===== src/rtl/core/assert_macros.svh =====
// ----------------------------------------------------------------------------
// assert_macros.svh
// shared concurrent assertion macros, clocked on i_clk, held off in reset
// ----------------------------------------------------------------------------
`ifndef ASSERT_MACROS_SVH
`define ASSERT_MACROS_SVH

// property that must hold at every edge out of reset
`define ASSERT_CLK(label, prop, msg) \
    label: assert property (@(posedge i_clk) disable iff (!i_rst_n) (prop)) \
        else $error(msg);

// antecedent in this cycle implies consequent in the next
`define ASSERT_NEXT(label, ante, cons, msg) \
    label: assert property (@(posedge i_clk) disable iff (!i_rst_n) \
        (ante) |=> (cons)) else $error(msg);

`endif


===== src/rtl/core/hmar_pkg.sv =====
// ----------------------------------------------------------------------------
// hmar_pkg
// types, constants and helpers of the host message ack responder
// ----------------------------------------------------------------------------
package hmar_pkg;

    // response ring, a power of two so ring arithmetic wraps naturally
    localparam int SLOT_W     = 9;
    localparam int RING_WORDS = 1 << SLOT_W;
    localparam int NEED_FREE  = 3;

    typedef logic [SLOT_W-1:0] t_slot;
    typedef logic [31:0]       t_word;

    // ack header fields
    localparam logic [7:0] ACK_ID   = 8'd126;
    localparam logic [7:0] ACK_SIZE = 8'd3;

    // message ids that get an acknowledgement
    localparam logic [7:0] MSG_ID_0  = 8'd0;
    localparam logic [7:0] MSG_ID_1  = 8'd1;
    localparam logic [7:0] MSG_ID_3  = 8'd3;
    localparam logic [7:0] MSG_ID_4  = 8'd4;
    localparam logic [7:0] MSG_ID_5  = 8'd5;
    localparam logic [7:0] MSG_ID_10 = 8'd10;
    localparam logic [7:0] MSG_ID_14 = 8'd14;

    // load request from the decoder into the emitter
    typedef struct packed {
        logic  load;
        t_word hdr;
        t_slot slot;
    } t_emit_cmd;

    // emitter status back to the decoder
    typedef struct packed {
        logic free;
    } t_emit_stat;

    function automatic logic id_known(input logic [7:0] id);
        logic known;
        case (id) inside
            MSG_ID_0, MSG_ID_1, MSG_ID_3, MSG_ID_4,
            MSG_ID_5, MSG_ID_10, MSG_ID_14: known = 1'b1;
            default:                        known = 1'b0;
        endcase
        return known;
    endfunction

endpackage


===== src/rtl/core/hmar_if.sv =====
// ----------------------------------------------------------------------------
// hmar_if
// valid/ready channels for queue words in and ring words out
// ----------------------------------------------------------------------------
interface hmar_in_if;
    logic                 valid;
    logic                 ready;
    logic [31:0]          host_word;
    logic [8:0]           resp_read_pos;

    modport source (output valid, output host_word, output resp_read_pos, input ready);
    modport sink   (input valid, input host_word, input resp_read_pos, output ready);
endinterface

interface hmar_out_if;
    logic                 valid;
    logic                 ready;
    logic [31:0]          resp_word;
    logic [8:0]           resp_slot;
    logic [8:0]           resp_write_pos;
    logic                 last_word;

    modport source (output valid, output resp_word, output resp_slot,
                    output resp_write_pos, output last_word, input ready);
    modport sink   (input valid, input resp_word, input resp_slot,
                    input resp_write_pos, input last_word, output ready);
endinterface


===== src/rtl/core/hmar_emit.sv =====
// ----------------------------------------------------------------------------
// hmar_emit
// result register that plays out one three-word acknowledgement
// ----------------------------------------------------------------------------
`include "assert_macros.svh"

module hmar_emit (
    input  logic                i_clk,
    input  logic                i_rst_n,
    input  hmar_pkg::t_emit_cmd i_cmd,
    output hmar_pkg::t_emit_stat o_stat,
    hmar_out_if.source          o_out
);
    import hmar_pkg::*;

    // words still to send; value names the word on the port
    localparam logic [1:0] CNT_IDLE    = 2'd0;
    localparam logic [1:0] CNT_ERR     = 2'd1;
    localparam logic [1:0] CNT_ORIG    = 2'd2;
    localparam logic [1:0] CNT_ACK_HDR = 2'd3;

    logic [1:0] r_cnt, n_cnt;
    t_word      r_hdr;
    t_slot      r_slot, n_slot;
    logic       w_take;

    assign w_take      = o_out.valid && o_out.ready;
    assign o_stat.free = (r_cnt == CNT_IDLE) || ((r_cnt == CNT_ERR) && o_out.ready);

    always_comb begin
        n_cnt  = r_cnt;
        n_slot = r_slot;
        if (i_cmd.load) begin
            n_cnt  = CNT_ACK_HDR;
            n_slot = i_cmd.slot;
        end else if (w_take) begin
            n_cnt  = r_cnt - 2'd1;
            n_slot = r_slot + t_slot'(1);
        end
    end

    always_ff @(posedge i_clk) begin
        if (!i_rst_n) begin
            r_cnt <= CNT_IDLE;
        end else begin
            r_cnt <= n_cnt;
        end
        r_slot <= n_slot;
        if (i_cmd.load) begin
            r_hdr <= i_cmd.hdr;
        end
    end

    always_comb begin
        case (r_cnt)
            CNT_ACK_HDR: o_out.resp_word = {r_hdr[31:20], 4'h0, ACK_SIZE, ACK_ID};
            CNT_ORIG:    o_out.resp_word = r_hdr;
            default:     o_out.resp_word = '0;
        endcase
    end

    assign o_out.valid          = (r_cnt != CNT_IDLE);
    assign o_out.resp_slot      = r_slot;
    assign o_out.resp_write_pos = r_slot + t_slot'(1);
    assign o_out.last_word      = (r_cnt == CNT_ERR);

    `ASSERT_CLK(a_load_when_free, !i_cmd.load || o_stat.free, "emitter loaded while busy")
    `ASSERT_NEXT(a_load_starts, i_cmd.load, o_out.valid && !o_out.last_word, "ack did not start")
    `ASSERT_NEXT(a_slot_steps, w_take && !o_out.last_word,
        o_out.valid && (o_out.resp_slot == $past(o_out.resp_write_pos)), "slot skipped")
endmodule


===== src/rtl/core/host_message_ack_responder_unit.sv =====
// an ack header is held in the input register until the emitter is free and loads it
// one queue word per cycle unless an ack waits on a busy emitter; an ack holds the emitter
//   until its three ring words are taken; the result channel carries one word per cycle
// payload words, unknown ids and dropped acks never wait for the emitter and emit nothing
// reset (synchronous, active low): ring write index and payload skip count go to zero,
//   input and result registers empty
// ----------------------------------------------------------------------------
// host_message_ack_responder_unit
// decodes host queue headers, skips payload, writes three-word acks to a ring
// ----------------------------------------------------------------------------
`include "assert_macros.svh"

module host_message_ack_responder_unit (
    input  logic       i_clk,
    input  logic       i_rst_n,
    hmar_in_if.sink    i_in,
    hmar_out_if.source o_out
);
    import hmar_pkg::*;

    // input register
    logic       r_in_valid;
    t_word      r_in_word;
    t_slot      r_in_rd;

    // block state: ring write index and payload words still to skip
    t_slot      r_wr_idx, n_wr_idx;
    logic [7:0] r_skip, n_skip;

    // header decode
    logic [7:0] w_id;
    logic [7:0] w_size;
    t_slot      w_used;
    logic       w_room;
    logic       w_is_hdr;
    logic       w_want_emit;
    logic       w_consume;

    t_emit_cmd  w_cmd;
    t_emit_stat w_stat;

    assign w_id     = r_in_word[7:0];
    assign w_size   = r_in_word[15:8];
    assign w_is_hdr = (r_skip == 8'd0);

    // occupied slots between host read index and our write index, mod ring size
    assign w_used = r_wr_idx - r_in_rd;
    // at least three free slots
    assign w_room = (w_used <= t_slot'(RING_WORDS - NEED_FREE));

    assign w_want_emit = w_is_hdr && id_known(w_id) && w_room;

    // an item that emits nothing retires at once; an ack waits for the emitter
    assign w_consume = r_in_valid && (!w_want_emit || w_stat.free);
    assign i_in.ready = !r_in_valid || w_consume;

    always_ff @(posedge i_clk) begin
        if (!i_rst_n) begin
            r_in_valid <= 1'b0;
        end else if (i_in.ready) begin
            r_in_valid <= i_in.valid;
        end
        if (i_in.valid && i_in.ready) begin
            r_in_word <= i_in.host_word;
            r_in_rd   <= i_in.resp_read_pos;
        end
    end

    always_comb begin
        n_wr_idx = r_wr_idx;
        n_skip   = r_skip;
        if (w_consume) begin
            if (!w_is_hdr) begin
                // payload word, skipped whatever it holds
                n_skip = r_skip - 8'd1;
            end else begin
                // a size of zero counts as one, so no payload follows
                n_skip = (w_size == 8'd0) ? 8'd0 : w_size - 8'd1;
                if (w_want_emit) begin
                    n_wr_idx = r_wr_idx + t_slot'(NEED_FREE);
                end
            end
        end
    end

    always_ff @(posedge i_clk) begin
        if (!i_rst_n) begin
            r_wr_idx <= '0;
            r_skip   <= 8'd0;
        end else begin
            r_wr_idx <= n_wr_idx;
            r_skip   <= n_skip;
        end
    end

    // hand the header and its first ring slot to the emitter
    assign w_cmd.load = w_consume && w_want_emit;
    assign w_cmd.hdr  = r_in_word;
    assign w_cmd.slot = r_wr_idx;

    hmar_emit u_emit (
        .i_clk   (i_clk),
        .i_rst_n (i_rst_n),
        .i_cmd   (w_cmd),
        .o_stat  (w_stat),
        .o_out   (o_out)
    );

    `ASSERT_CLK(a_payload_silent, !(w_cmd.load && (r_skip != 8'd0)), "ack raised on payload")
    `ASSERT_NEXT(a_wr_idx_step, w_cmd.load, r_wr_idx == t_slot'($past(r_wr_idx) + t_slot'(3)),
        "write index not advanced by an ack")
    `ASSERT_CLK(a_empty_ready, r_in_valid || i_in.ready, "input stalled while empty")
endmodule

===== src/flat_wrapper.sv =====
// flat-port wrapper written by rule: the top's interface ports become plain ports
module host_message_ack_responder_unit_flat import hmar_pkg::*;
  (i_clk, i_rst_n, i_in_valid, i_in_host_word, i_in_resp_read_pos, i_in_ready, o_out_valid, o_out_resp_word, o_out_resp_slot, o_out_resp_write_pos, o_out_last_word, o_out_ready);
  hmar_in_if i_in_i ();
  hmar_out_if o_out_i ();
  input  logic i_clk;
  input  logic i_rst_n;
  input wire logic [$bits(i_in_i.valid)-1:0] i_in_valid;
  input wire logic [$bits(i_in_i.host_word)-1:0] i_in_host_word;
  input wire logic [$bits(i_in_i.resp_read_pos)-1:0] i_in_resp_read_pos;
  output wire logic [$bits(i_in_i.ready)-1:0] i_in_ready;
  output wire logic [$bits(o_out_i.valid)-1:0] o_out_valid;
  output wire logic [$bits(o_out_i.resp_word)-1:0] o_out_resp_word;
  output wire logic [$bits(o_out_i.resp_slot)-1:0] o_out_resp_slot;
  output wire logic [$bits(o_out_i.resp_write_pos)-1:0] o_out_resp_write_pos;
  output wire logic [$bits(o_out_i.last_word)-1:0] o_out_last_word;
  input wire logic [$bits(o_out_i.ready)-1:0] o_out_ready;
  assign i_in_i.valid = i_in_valid;
  assign i_in_i.host_word = i_in_host_word;
  assign i_in_i.resp_read_pos = i_in_resp_read_pos;
  assign i_in_ready = i_in_i.ready;
  assign o_out_valid = o_out_i.valid;
  assign o_out_resp_word = o_out_i.resp_word;
  assign o_out_resp_slot = o_out_i.resp_slot;
  assign o_out_resp_write_pos = o_out_i.resp_write_pos;
  assign o_out_last_word = o_out_i.last_word;
  assign o_out_i.ready = o_out_ready;
  host_message_ack_responder_unit u_core (.i_clk(i_clk), .i_rst_n(i_rst_n), .i_in(i_in_i), .o_out(o_out_i));
endmodule

===== config.mk =====
export PLATFORM = sky130hd
export DESIGN_NAME = host_message_ack_responder_unit_flat
export DESIGN_NICKNAME = d
export VERILOG_FILES = /design/src/rtl/core/hmar_pkg.sv /design/src/rtl/core/hmar_if.sv /design/src/rtl/core/hmar_emit.sv /design/src/rtl/core/host_message_ack_responder_unit.sv /design/src/flat_wrapper.sv
export VERILOG_INCLUDE_DIRS = /design/src /design/src/rtl/core
export SDC_FILE = /design/constraint.sdc
export NUM_CORES = 1
export LEC_CHECK = 0
export BUFFER_PORTS_ARGS = -buffer_cell sky130_fd_sc_hd__buf_2
export CORE_MARGIN = 3
export CORE_UTILIZATION = 54
export CTS_BUF_LIST = sky130_fd_sc_hd__clkbuf_16
export CTS_CLUSTER_SIZE = 25
export DETAILED_ROUTE_END_ITERATION = 8
export PLACE_DENSITY = 0.83
export SKIP_CTS_REPAIR_TIMING = 1
export SLEW_MARGIN = 20
export SYNTH_ARGS = -nofsm -noshare
export SYNTH_HDL_FRONTEND = slang
export SYNTH_SLANG_ARGS = --single-unit

===== constraint.sdc =====
create_clock -name i_clk -period 4.95 [get_ports i_clk]
set_input_delay 0.2475 -clock i_clk [delete_from_list [all_inputs] [get_ports i_clk]]
set_output_delay 0.2475 -clock i_clk [all_outputs]
set_load 0.02 [all_outputs]

Word level (Yosys, flattened, before mapping):

Index checks and enable logic that the tools add are counted.
Widths: inputs -> output; s select.

* add/subtract/negate cells: 6
* $mul: 0
* div/mod/pow operators: 0
* magnitude comparators: 1
* equal/unequal tests: 9
* shift operators: 0
* multiplexer cells: 8
* bitwise gates (word level): 0
* reduce and logical (&&, ||, !) cells: 20

Operators with widths (number)
* $pmux 32 s2: 1
* $logic_not 8->1: 3
* $mux 9: 2
* $eq 8x3->1 const B: 2
* $eq 8x4->1 const B: 2
* $mux 8: 2
* $sub 8x1->8 const B: 2
* $add 9x1->9 const B: 1
* $add 9x2->9 const B: 1
* $le 9x9->1 const B: 1
* $sub 9x9->9: 1
* $eq 8x1->1 const B: 1
* $eq 8x2->1 const B: 1
* $logic_and 1x1->1: 7
* $reduce_or 7->1: 1
* $eq 2x2->1 const B: 2
* $mux 2: 2
* $reduce_bool 2->1: 2
* $logic_or 1x1->1: 3
* $reduce_and 3->1: 1
* $eq 2x1->1 const B: 1
* $logic_not 1->1: 2
* $logic_not 2->1: 1
* $sub 2x1->2 const B: 1
* $mux 1: 1

* flip-flop bits (word level): 102
* bits in latches: 0
* memory bits (writable): 0
* memory bits (read-only): 0
* output and inout port bits: 53
* logic and storage cells: 52
* memories: 0

Logic depth before layout (Yosys ltp):

Gate-level depths: netlist (run 1).

* depth after elaboration: 10
* gate-level depth with buffers: 13
* depth with buffers taken out: 11

Hierarchy:

Synthesis (run 1) repeated with hierarchy kept, for this count alone.

* cells, all modules: 393
* area total of the unflattened synthesis: 4860.9 sq um

Modules (own cells, without submodules)
* host_message_ack_responder_unit: instances 1, cells each 255, area each 2934.1 sq um, seq. area each 1591.5 sq um
* hmar_emit: instances 1, cells each 138, area each 1926.8 sq um, seq. area each 1271.2 sq um

Least setup slack after synthesis (run 1):

OpenSTA, ideal clock, no wires.

* path type: register to register
* from: register u_core.r_wr_idx[0]
* to: register u_core.r_in_rd[0] (enable)
* data arrival time: 3.978 ns
* path slack: 0.528 ns
* stages on the path, launching flop included: 11
* path buffers: 0
* period minus slack after synthesis: 4.422 ns
* path through: dfxtp_1 -> inv_1 -> ha_1 -> fa_1 -> nor2b_1 -> o31ai_1 -> a32o_1 -> xnor2_1 -> nor4b_4 -> nor3b_1 -> nor2b_1

* longest elaborated chain between the ends: 8

Ends and longest elaborated chain
* start: declaration: RTL line host_message_ack_responder_unit.sv:27 `t_slot r_wr_idx, n_wr_idx;`
* start signal: assignment: RTL line host_message_ack_responder_unit.sv:91 `r_wr_idx <= n_wr_idx;`
* $sub 9x9->9: RTL line host_message_ack_responder_unit.sv:47 `assign w_used = r_wr_idx - r_in_rd;`
* $le 9x9->1: RTL line host_message_ack_responder_unit.sv:49 `assign w_room = (w_used <= t_slot'(RING_WORDS - NEED_FREE));`
* $logic_and 1x1->1: RTL line host_message_ack_responder_unit.sv:51 `assign w_want_emit = w_is_hdr && id_known(w_id) && w_room;`
* $logic_not 1->1: RTL line host_message_ack_responder_unit.sv:54 `assign w_consume = r_in_valid && (!w_want_emit || w_stat.free);`
* $logic_or 1x1->1: RTL line host_message_ack_responder_unit.sv:54
* $logic_and 1x1->1: RTL line host_message_ack_responder_unit.sv:54
* $logic_or 1x1->1: RTL line host_message_ack_responder_unit.sv:55 `assign i_in.ready = !r_in_valid || w_consume;`
* $logic_and 1x1->1: RTL line host_message_ack_responder_unit.sv:63 `if (i_in.valid && i_in.ready) begin`
* end signal: assignment: RTL line host_message_ack_responder_unit.sv:65 `r_in_rd <= i_in.resp_read_pos;`
* end: declaration: RTL line host_message_ack_responder_unit.sv:24 `t_slot r_in_rd;`

No other way between the ends.
A chain may end at the register's enable or synchronous reset.

Worst setup path in the final report (run 1):

Ends and elaborated chain as after synthesis.

==> results_dict.tcl, run 1 <==
set metrics [dict create \
    synth_edf_count 82 \
    period_share_pct 72.8 \
    async_flop_share_pct 0 \
    synth_area_leaders "edfxtp_1 53%, dfxtp_1 8.7%, ha_1 4.6%" \
    coreArea_um2 8260 \
    wl_per_cell_um 14.8 \
    crit_path_end_kind "flop" \
    clk_path_buf_depth 2 \
    critical_path_arrival_ps 3620 \
    peakVddDrop_mv 0.228 \
    grt_pass1_wl_um 14200 \
    comb_power_share_pct 15.5 \
    cts.sinks 102 \
    insertedDiodeCount 0 \
    htree_levels 3 \
    grtUsageTotal_pct 18.3 \
    gr-usage-met2_pct 31.5 \
    hp-class "primary input to flop" \
    antenna_found_initial 0 \
    tritoncts "yes" \
    power_frac_seq_pct 48.8 \
    setup-violations-final 0 \
    rows 33 \
    fin_skew_ps 6.05 \
    synth-seq-cells 102 \
    synth_area_leader_cell "edfxtp_1" \
    synth_seq_area_share_pct 61.9 \
    synth_fp_nets 440 \
    layoutNonFillerInstCount 589 \
    worst-path-max-fanout 21 \
    p_leak_uw 0.00230 \
    rsz0062_at_grt "no" \
    cap_violations 0 \
    hold_viol 0 \
    slew-limit-headroom_pct 34.6 \
    fin_setup_tns_ps 0 \
    cp.required_ps 4970 \
    initial_utilization_pct 56.0 \
    max_freq_mhz 277 \
    final_antenna_net_count 0 \
    clk_pin_slew_ps 70 \
    drive_above_1_share_pct 25.6 \
    drt_wl_total_um 8710 \
    place_congestion 0.818 \
    die_h_um 98.5 \
    power.switching_uw 518 \
    vias 3176 \
    worstSetupStartpointType "flop" \
    swShare_pct 25.3 \
    syn_area_um2 4620 \
    syn_avg_cell_area_um2 12.3 \
    clock_latency_ps 330 \
    use_met1_pct 23.5 \
    syn_to_final_growth_pct 20.0 \
    fin_util_pct 67.2 \
    drc_errors 0 \
    dr.pass1.iters 4 \
    worstSetupPathType "flop to flop" \
    dr.first_iter.drc_count 228 \
    tightest_slew_ps 975 \
    synth.top_cell.area_share_pct 53.3 \
    place.port_buffers 97 \
    finalCriticalPeriod_ps 3610 \
    yosysWarnings 0 \
    ios 98 \
    synth_cell_type_count 48 \
    ys_dominant_reg_cell "edfxtp_1" \
    globalRoute.totalOverflow 0 \
    clkPwrFrac_pct 35.7 \
    outcome "completed" \
    dieArea_um2 9710 \
    post-place-cells 573 \
    dp_hpwl_um 6500 \
    nets 542 \
    place_ws_ps 1310 \
    worst_slack_ps 1340 \
    grt_max_degree 24 \
    vias_per_cell 5.39 \
    drv_slew 0 \
    syn_inst 377 \
    busiest_layer "met2" \
    power.internal_uw 1530 \
    root_buffer "clkbuf_16" \
    p_per_area_nw_per_um2 369 \
    first_global_vias 3074 \
    die_w_um 98.5 \
    grt_use_met3_pct 4.39 \
    cts_buffers 9 \
]
cell usage in the layout, fill, tap and decap left out, types with 4 or more instances in the layout:
cell type and count:
buf_2 97, edfxtp_1 82, nor2_1 42, inv_1 27
dfxtp_1 20, a21oi_1 18, ha_1 17, nor2b_1 16
xnor2_1 15, nand2_1 14, and2_1 13, o21ai_0 12
nand2b_1 10, nand3_1 9, clkbuf_16 9, a21o_1 8
xor2_1 7, nor4_1 5, or3_1 5, nand4_1 5
o22ai_1 5, o31ai_1 4
cells by family (layout without fill, tap and decap cells):
family | Yosys count | count (layout) | share of synthesized area [%]
simple gates | 134 | 134 | 15.7
flops | 102 | 102 | 61.9
compound gates | 63 | 63 | 9.37
buf+inv | 34 | 141 | 2.90
xor+xnor | 22 | 22 | 4.17
fa+ha+maj | 18 | 18 | 5.04
mux | 4 | 4 | 0.893
cell usage after synthesis (3+ instances only):
cell	n
clkbuf_1	6
a21o_1	8
nor3_1	3
nand4_1	5
or3_1	5
nor2_1	42
and2_1	13
a21oi_1	18
a211oi_1	3
nand3_1	9
o31ai_1	4
inv_1	25
ha_1	17
nand2_1	14
o21ai_0	12
nor4_1	5
dfxtp_1	20
nor2b_1	17
mux2i_1	3
o22ai_1	5
nand2b_1	10
edfxtp_1	82
xor2_1	7
xnor2_1	15
power groups by stage:
stage          clock, µW  combinational, µW  sequential [µW]
2_1_floorplan          0                213             1020
3_3_place_gp           0                309             1010
3_5_place_dp           0                317             1020
4_1_cts              740                318              998
5_1_grt              782                351             1000
6_report             731                318              998
per-stage QoR:
step | area [µm²] | hold slack, ps | power, µW
final | 5550 | 83.9 | 2050
after global routing | 5550 | 67.0 | 2140
after CTS | 5550 | 72.8 | 2060
after detailed placement | 5230 | 405 | 1330
after global placement | 5230 | 400 | 1320
after floorplan | 4620 | 346 | 1230
worst max-delay path, cell delays in order, from the launching register on:
cell and delay [ps]:
dfxtp_1 360, inv_1 90, ha_1 230, fa_1 380, nor2b_1 190, o31ai_1 100
a32o_1 260, xnor2_1 150, nor4b_4 420, nor3b_1 190, nor2b_4 520, buf_4 390
registers in the layout, summed over array words and instances (netlist names):
| signal | cells |
|---|---|
| u_core.r_in_word | 32 |
| u_core.u_emit.r_hdr | 32 |
| u_core.r_in_rd | 9 |
| u_core.r_wr_idx | 9 |
| u_core.u_emit.o_out.resp_slot | 9 |
| u_core.r_skip | 8 |
| u_core.u_emit.r_cnt | 2 |
| u_core.r_in_valid | 1 |
worst paths after layout:
kind                              from                      end  slack [ps]  depth (start not counted)
setup / recovery    u_core.r_wr_idx[0]        u_core.r_in_rd[0]        1340                         11
hold / removal      i_in_host_word[21]     u_core.r_in_word[21]          80                          1
setup reg to reg    u_core.r_wr_idx[0]        u_core.r_in_rd[0]        1340                         11
hold reg to reg   u_core.r_in_word[19]  u_core.u_emit.r_hdr[19]         420                          0
cell type report:
class                   instances  area, µm²
clock buffers                   9        225
clock inverters                 7       88.8
fillers                       631       2710
inverters                      25       93.8
multi-input cells             241       1640
flip-flops and latches        102       2860
well taps                     105        131
repair buffers                100        508
per-layer routing:
layer	up-vias	part of all wire [%]
li1	1567	-
met5	-	0
met3	5	6.0
met2	92	50
met1	1512	43
met4	0	0.94
Power figures use the tool's default switching activity.
==> inputs of run 2 (changes only) <==
==> constraint.sdc (replaced) <==
create_clock -name i_clk -period 3.5 [get_ports i_clk]
set_input_delay 0.175 -clock i_clk [delete_from_list [all_inputs] [get_ports i_clk]]
set_output_delay 0.175 -clock i_clk [all_outputs]
set_load 0.02 [all_outputs]
==> results_dict.tcl, run 2 (synthesis gave the netlist of run 1 again) <==
set metrics [dict create \
    outcome "completed" \
    die_w_um 98.5 \
    hp-class "primary input to flop" \
    place_area_um2 5270 \
    htree_levels 3 \
    first_global_vias 3182 \
    cp.required_ps 3770 \
    initial_utilization_pct 56.0 \
    tightest_slew_ps 908 \
    place_congestion 0.864 \
    fin_area_um2 5640 \
    min_path_cells 1 \
    worst_slack_ps 268 \
    peakVddDrop_mv 0.217 \
    rsz0062_at_grt "no" \
    nets 549 \
    worstSetupStartpointType "flop" \
    dieArea_um2 9710 \
    r2r_end "u_core.r_wr_idx[8]" \
    slew-limit-headroom_pct 39.0 \
    grtUsageTotal_pct 19.4 \
    fin_setup_tns_ps 0 \
    dp_hpwl_um 6620 \
    setup-violations-final 0 \
    dr.first_iter.drc_count 174 \
    rows 33 \
    p_leak_uw 0.00233 \
    wl_per_cell_um 15.4 \
    crit_path_end_kind "flop" \
    worst-path-max-fanout 9 \
    vias 3244 \
    fin_skew_ps 6.96 \
    place.port_buffers 97 \
    reg2reg_depth 12 \
    globalRoute.totalOverflow 0 \
    p_per_area_nw_per_um2 509 \
    drive_above_1_share_pct 26.1 \
    fin_util_pct 68.3 \
    vias_per_cell 5.44 \
    critical_path_arrival_ps 3500 \
    grt_pass1_wl_um 15000 \
    drt_wl_total_um 9180 \
    period_share_pct 92.3 \
    worstReg2RegStart "u_core.r_wr_idx[0]" \
    cts.sinks 102 \
    ios 98 \
    grt_max_degree 45 \
    antenna_found_initial 0 \
    tritoncts "yes" \
    finalCriticalPeriod_ps 3230 \
    drc_errors 0 \
    clk_pin_slew_ps 70 \
    holdPathEnd "u_core.r_in_rd[6]" \
    reg_top3 "u_core.r_in_word x32, u_core.u_emit.r_hdr x32" \
    final_common_cell "buf_2" \
    drv_slew 0 \
    min_from "i_in_resp_read_pos[6]" \
    die_h_um 98.5 \
    cts_buffers 9 \
    insertedDiodeCount 0 \
    root_buffer "clkbuf_16" \
    clock_latency_ps 340 \
    max_freq_mhz 309 \
    clk_path_buf_depth 2 \
    cap_violations 0 \
    syn_to_final_growth_pct 22.1 \
    rrSetupSlack_ps 270 \
    coreArea_um2 8260 \
    dr.pass1.iters 4 \
    place_ws_ps 169 \
    hold_viol 0 \
    worstSetupPathType "flop to flop" \
    layout_common_cells "97 x buf_2, 82 x edfxtp_1, 42 x nor2_1" \
    final_antenna_net_count 0 \
]
==> run 2: cell count changes in the layout (fill, tap and decap cells not counted), sizes merged <==
cell / before / now
dlygate4sd3: 0 / 5
bufinv: 2 / 1
buf: 100 / 102
inv: 28 / 29
==> run 2: worst max-delay path, stage by stage (launching register included) <==
cell     delay, ps
dfxtp_1        350
inv_1           90
ha_1           230
fa_1           390
nor2b_1        220
o31ai_1        100
a32o_1         260
xnor2_1        270
nor4b_4        120
or3_4          460
buf_4          190
or3_1          340
a21oi_1        140
==> run 2: cell type report <==
| cell class | instances | area (µm²) |
|---|---|---|
| clock buffer | 9 | 225 |
| clock inverter | 7 | 73.8 |
| fill | 587 | 2620 |
| inverter | 25 | 93.8 |
| multi-input combinational | 241 | 1660 |
| sequential | 102 | 2860 |
| tap | 105 | 131 |
| timing repair buffer | 107 | 598 |
==> run 2: how the worst max path moves through the flow <==
stage | start | end | slack [ps] | cells past startpoint
floorplan | u_core.r_wr_idx[0] | u_core.r_in_rd[0] | 280 | 10
global placement | u_core.r_wr_idx[0] | u_core.r_wr_idx[8] | 310 | 12
detailed placement | u_core.r_wr_idx[0] | u_core.r_wr_idx[8] | 170 | 12
CTS | u_core.r_wr_idx[0] | u_core.r_wr_idx[8] | 150 | 12
global route | u_core.r_wr_idx[0] | u_core.r_skip[7] | 60 | 11
finish | u_core.r_wr_idx[0] | u_core.r_wr_idx[8] | 270 | 12
==> run 2: routing by layer <==
layer / share of wire (%) / vias up / GRT usage (%)
li1: - / 1580 / -
met1: 41 / 1537 / 24.3
met2: 51 / 117 / 33.7
met3: 6.5 / 10 / 3.47
met4: 1.4 / 0 / 7.35
met5: 0 / - / 0
==> run 2: power breakdown <==
group	switching (µW)	internal (µW)	total (µW)
logic	295	178	473
registers	39.3	1370	1410
clock network	427	558	985
==> run 2: through the flow <==
stage / hold WS, ps / cells / total power [µW]
floorplan: 274 / 377 / 1740
global placement: 352 / 575 / 1880
detailed placement: 353 / 575 / 1900
CTS: 1.98 / 591 / 2880
global route: 1.67 / 596 / 2990
finish: 9.39 / 596 / 2870
==> inputs of run 3 (changes only) <==
--- a/config.mk
+++ b/config.mk
@@ -8,13 +8,13 @@
 export LEC_CHECK = 0
 export BUFFER_PORTS_ARGS = -buffer_cell sky130_fd_sc_hd__buf_2
 export CORE_MARGIN = 3
-export CORE_UTILIZATION = 54
+export CORE_UTILIZATION = 40
 export CTS_BUF_LIST = sky130_fd_sc_hd__clkbuf_16
 export CTS_CLUSTER_SIZE = 25
 export DETAILED_ROUTE_END_ITERATION = 8
-export PLACE_DENSITY = 0.83
+export PLACE_DENSITY = 0.66
 export SKIP_CTS_REPAIR_TIMING = 1
-export SLEW_MARGIN = 20
+export SLEW_MARGIN = 40
 export SYNTH_ARGS = -nofsm -noshare
 export SYNTH_HDL_FRONTEND = slang
 export SYNTH_SLANG_ARGS = --single-unit
==> results_dict.tcl, run 3 (synthesis gave the netlist of run 1 again) <==
set metrics [dict create \
    critical_path_arrival_ps 3440 \
    die_h_um 113 \
    fin_util_pct 52.9 \
    outcome "completed" \
    clk_pin_slew_ps 70 \
    antenna_found_initial 1 \
    wl_per_cell_um 14.6 \
    slew-limit-headroom_pct 57.0 \
    drive_above_1_share_pct 26.1 \
    drv_slew 0 \
    grt_pass1_wl_um 15300 \
    min_from "i_in_host_word[21]" \
    rows 38 \
    peakVddDrop_mv 0.224 \
    final_antenna_net_count 0 \
    worst_slack_ps 322 \
    die_w_um 113 \
    drt_wl_total_um 9520 \
    worstSetupStartpointType "flop" \
    tightest_slew_ps 645 \
    layout_common_cells "97 x buf_2, 82 x edfxtp_1, 41 x nor2_1" \
    worstSetupPathType "flop to flop" \
    crit_path_end_kind "flop" \
    crit_chain "inv_1, ha_1, fa_1, nor2b_1, o31ai_1, a32o_1, xnor2_1, nor4b_4, or3_4, buf_4, or3_1, a21oi_1" \
    syn_to_final_growth_pct 26.9 \
    cp_slowest_cell "or3_4" \
    coreArea_um2 11100 \
    first_global_vias 3125 \
    hold_viol 0 \
    vias_per_cell 4.93 \
    drc_errors 0 \
    rsz0062_at_grt "no" \
    tritoncts "yes" \
    place.port_buffers 97 \
    clk_path_buf_depth 2 \
    cts.sinks 102 \
    hp-class "primary input to flop" \
    dp_hpwl_um 6910 \
    dr.first_iter.drc_count 181 \
    startpoint "u_core.r_wr_idx[0]" \
    place_congestion 0.813 \
    max_freq_mhz 315 \
    final_common_cell "buf_2" \
    grtUsageTotal_pct 15.0 \
    p_per_area_nw_per_um2 495 \
    globalRoute.totalOverflow 0 \
    dieArea_um2 12900 \
    ios 98 \
    initial_utilization_pct 41.7 \
    root_buffer "clkbuf_16" \
    cpPeakStageDelay_ps 440 \
    worst-path-max-fanout 11 \
    fin_setup_tns_ps 0 \
    worstReg2RegStart "u_core.r_wr_idx[0]" \
    grt_max_degree 33 \
    htree_levels 3 \
    p_leak_uw 0.00242 \
    cp.required_ps 3760 \
    clock_latency_ps 340 \
    period_share_pct 90.8 \
    fill_cells 964 \
    place_ws_ps 250 \
    nets 568 \
    cap_violations 0 \
    cts_buffers 9 \
    setup-violations-final 0 \
    fin_skew_ps 9.47 \
    dr.pass1.iters 4 \
    vias 3211 \
    reg_top3 "u_core.r_in_word x32, u_core.u_emit.r_hdr x32" \
    finalCriticalPeriod_ps 3180 \
]
run 3: cell types whose count changed in the layout (fill, tap and decap cells not counted), sizes merged:
cell         previous run  this run
dlygate4sd3             5        22
buf                   102       104
clkinv                  1         2
clkinvlp                1         0
diode                   0         1
run 3: worst paths after layout:
| path | end | slack (ps) | cells past startpoint |
|---|---|---|---|
| setup reg to reg | u_core.r_wr_idx[8] | 320 | 12 |
| hold / removal | u_core.r_in_word[21] | 8 | 1 |
| setup / recovery | u_core.r_wr_idx[8] | 320 | 12 |
| hold reg to reg | u_core.u_emit.r_hdr[18] | 420 | 0 |
run 3: final cells by class:
class                      count  area, µm²  share of cell area, %
timing repair buffer         126        771                   13.1
clock inverter                 7       80.1                   1.37
clock buffer                   9        225                   3.84
inverter                      25       93.8                   1.60
sequential                   102       2860                   48.8
antenna                        1       2.50                 0.0427
tap                          140        175                   2.99
multi-input combinational    241       1660                   28.2
run 3: power by group:
group | total [µW] | leakage [µW] | internal (µW) | switching, µW
Sequential | 1410 | 0.000933 | 1370 | 38.5
Clock | 1010 | 0.000154 | 565 | 443
Combinational | 485 | 0.00133 | 193 | 292
Total | 2900 | 0.00242 | 2130 | 773
run 3: stage by stage:
stage | hold WS [ps] | instance area, µm² | total power [µW] | instances
after CTS | -3.07 | 5630 | 2920 | 628
after global routing | 0.127 | 5870 | 3040 | 651
after detailed placement | 353 | 5330 | 1900 | 612
after floorplan | 274 | 4630 | 1740 | 377
after global placement | 352 | 5320 | 1890 | 612
final | 7.93 | 5870 | 2900 | 651
run 3: worst max-delay path, delay by kind of cell, from the launching register on:
kind,cells,cell delay (ps)
AOI/OAI and AO/OA,3,520
xor gates and xnor gates,1,250
adders and majority gates,2,620
buffers and inverters,2,280
DFF,1,350
and+or+nand+nor,4,1100
run 3: routing by layer:
| layer | GRT usage, % | vias to the layer above | part of all wire (%) |
|---|---|---|---|
| met5 | 0 | - | 0 |
| met4 | 5.21 | 0 | 1.6 |
| met3 | 3.61 | 10 | 4.3 |
| met2 | 25.5 | 83 | 52 |
| met1 | 18.6 | 1500 | 43 |
| li1 | - | 1618 | - |
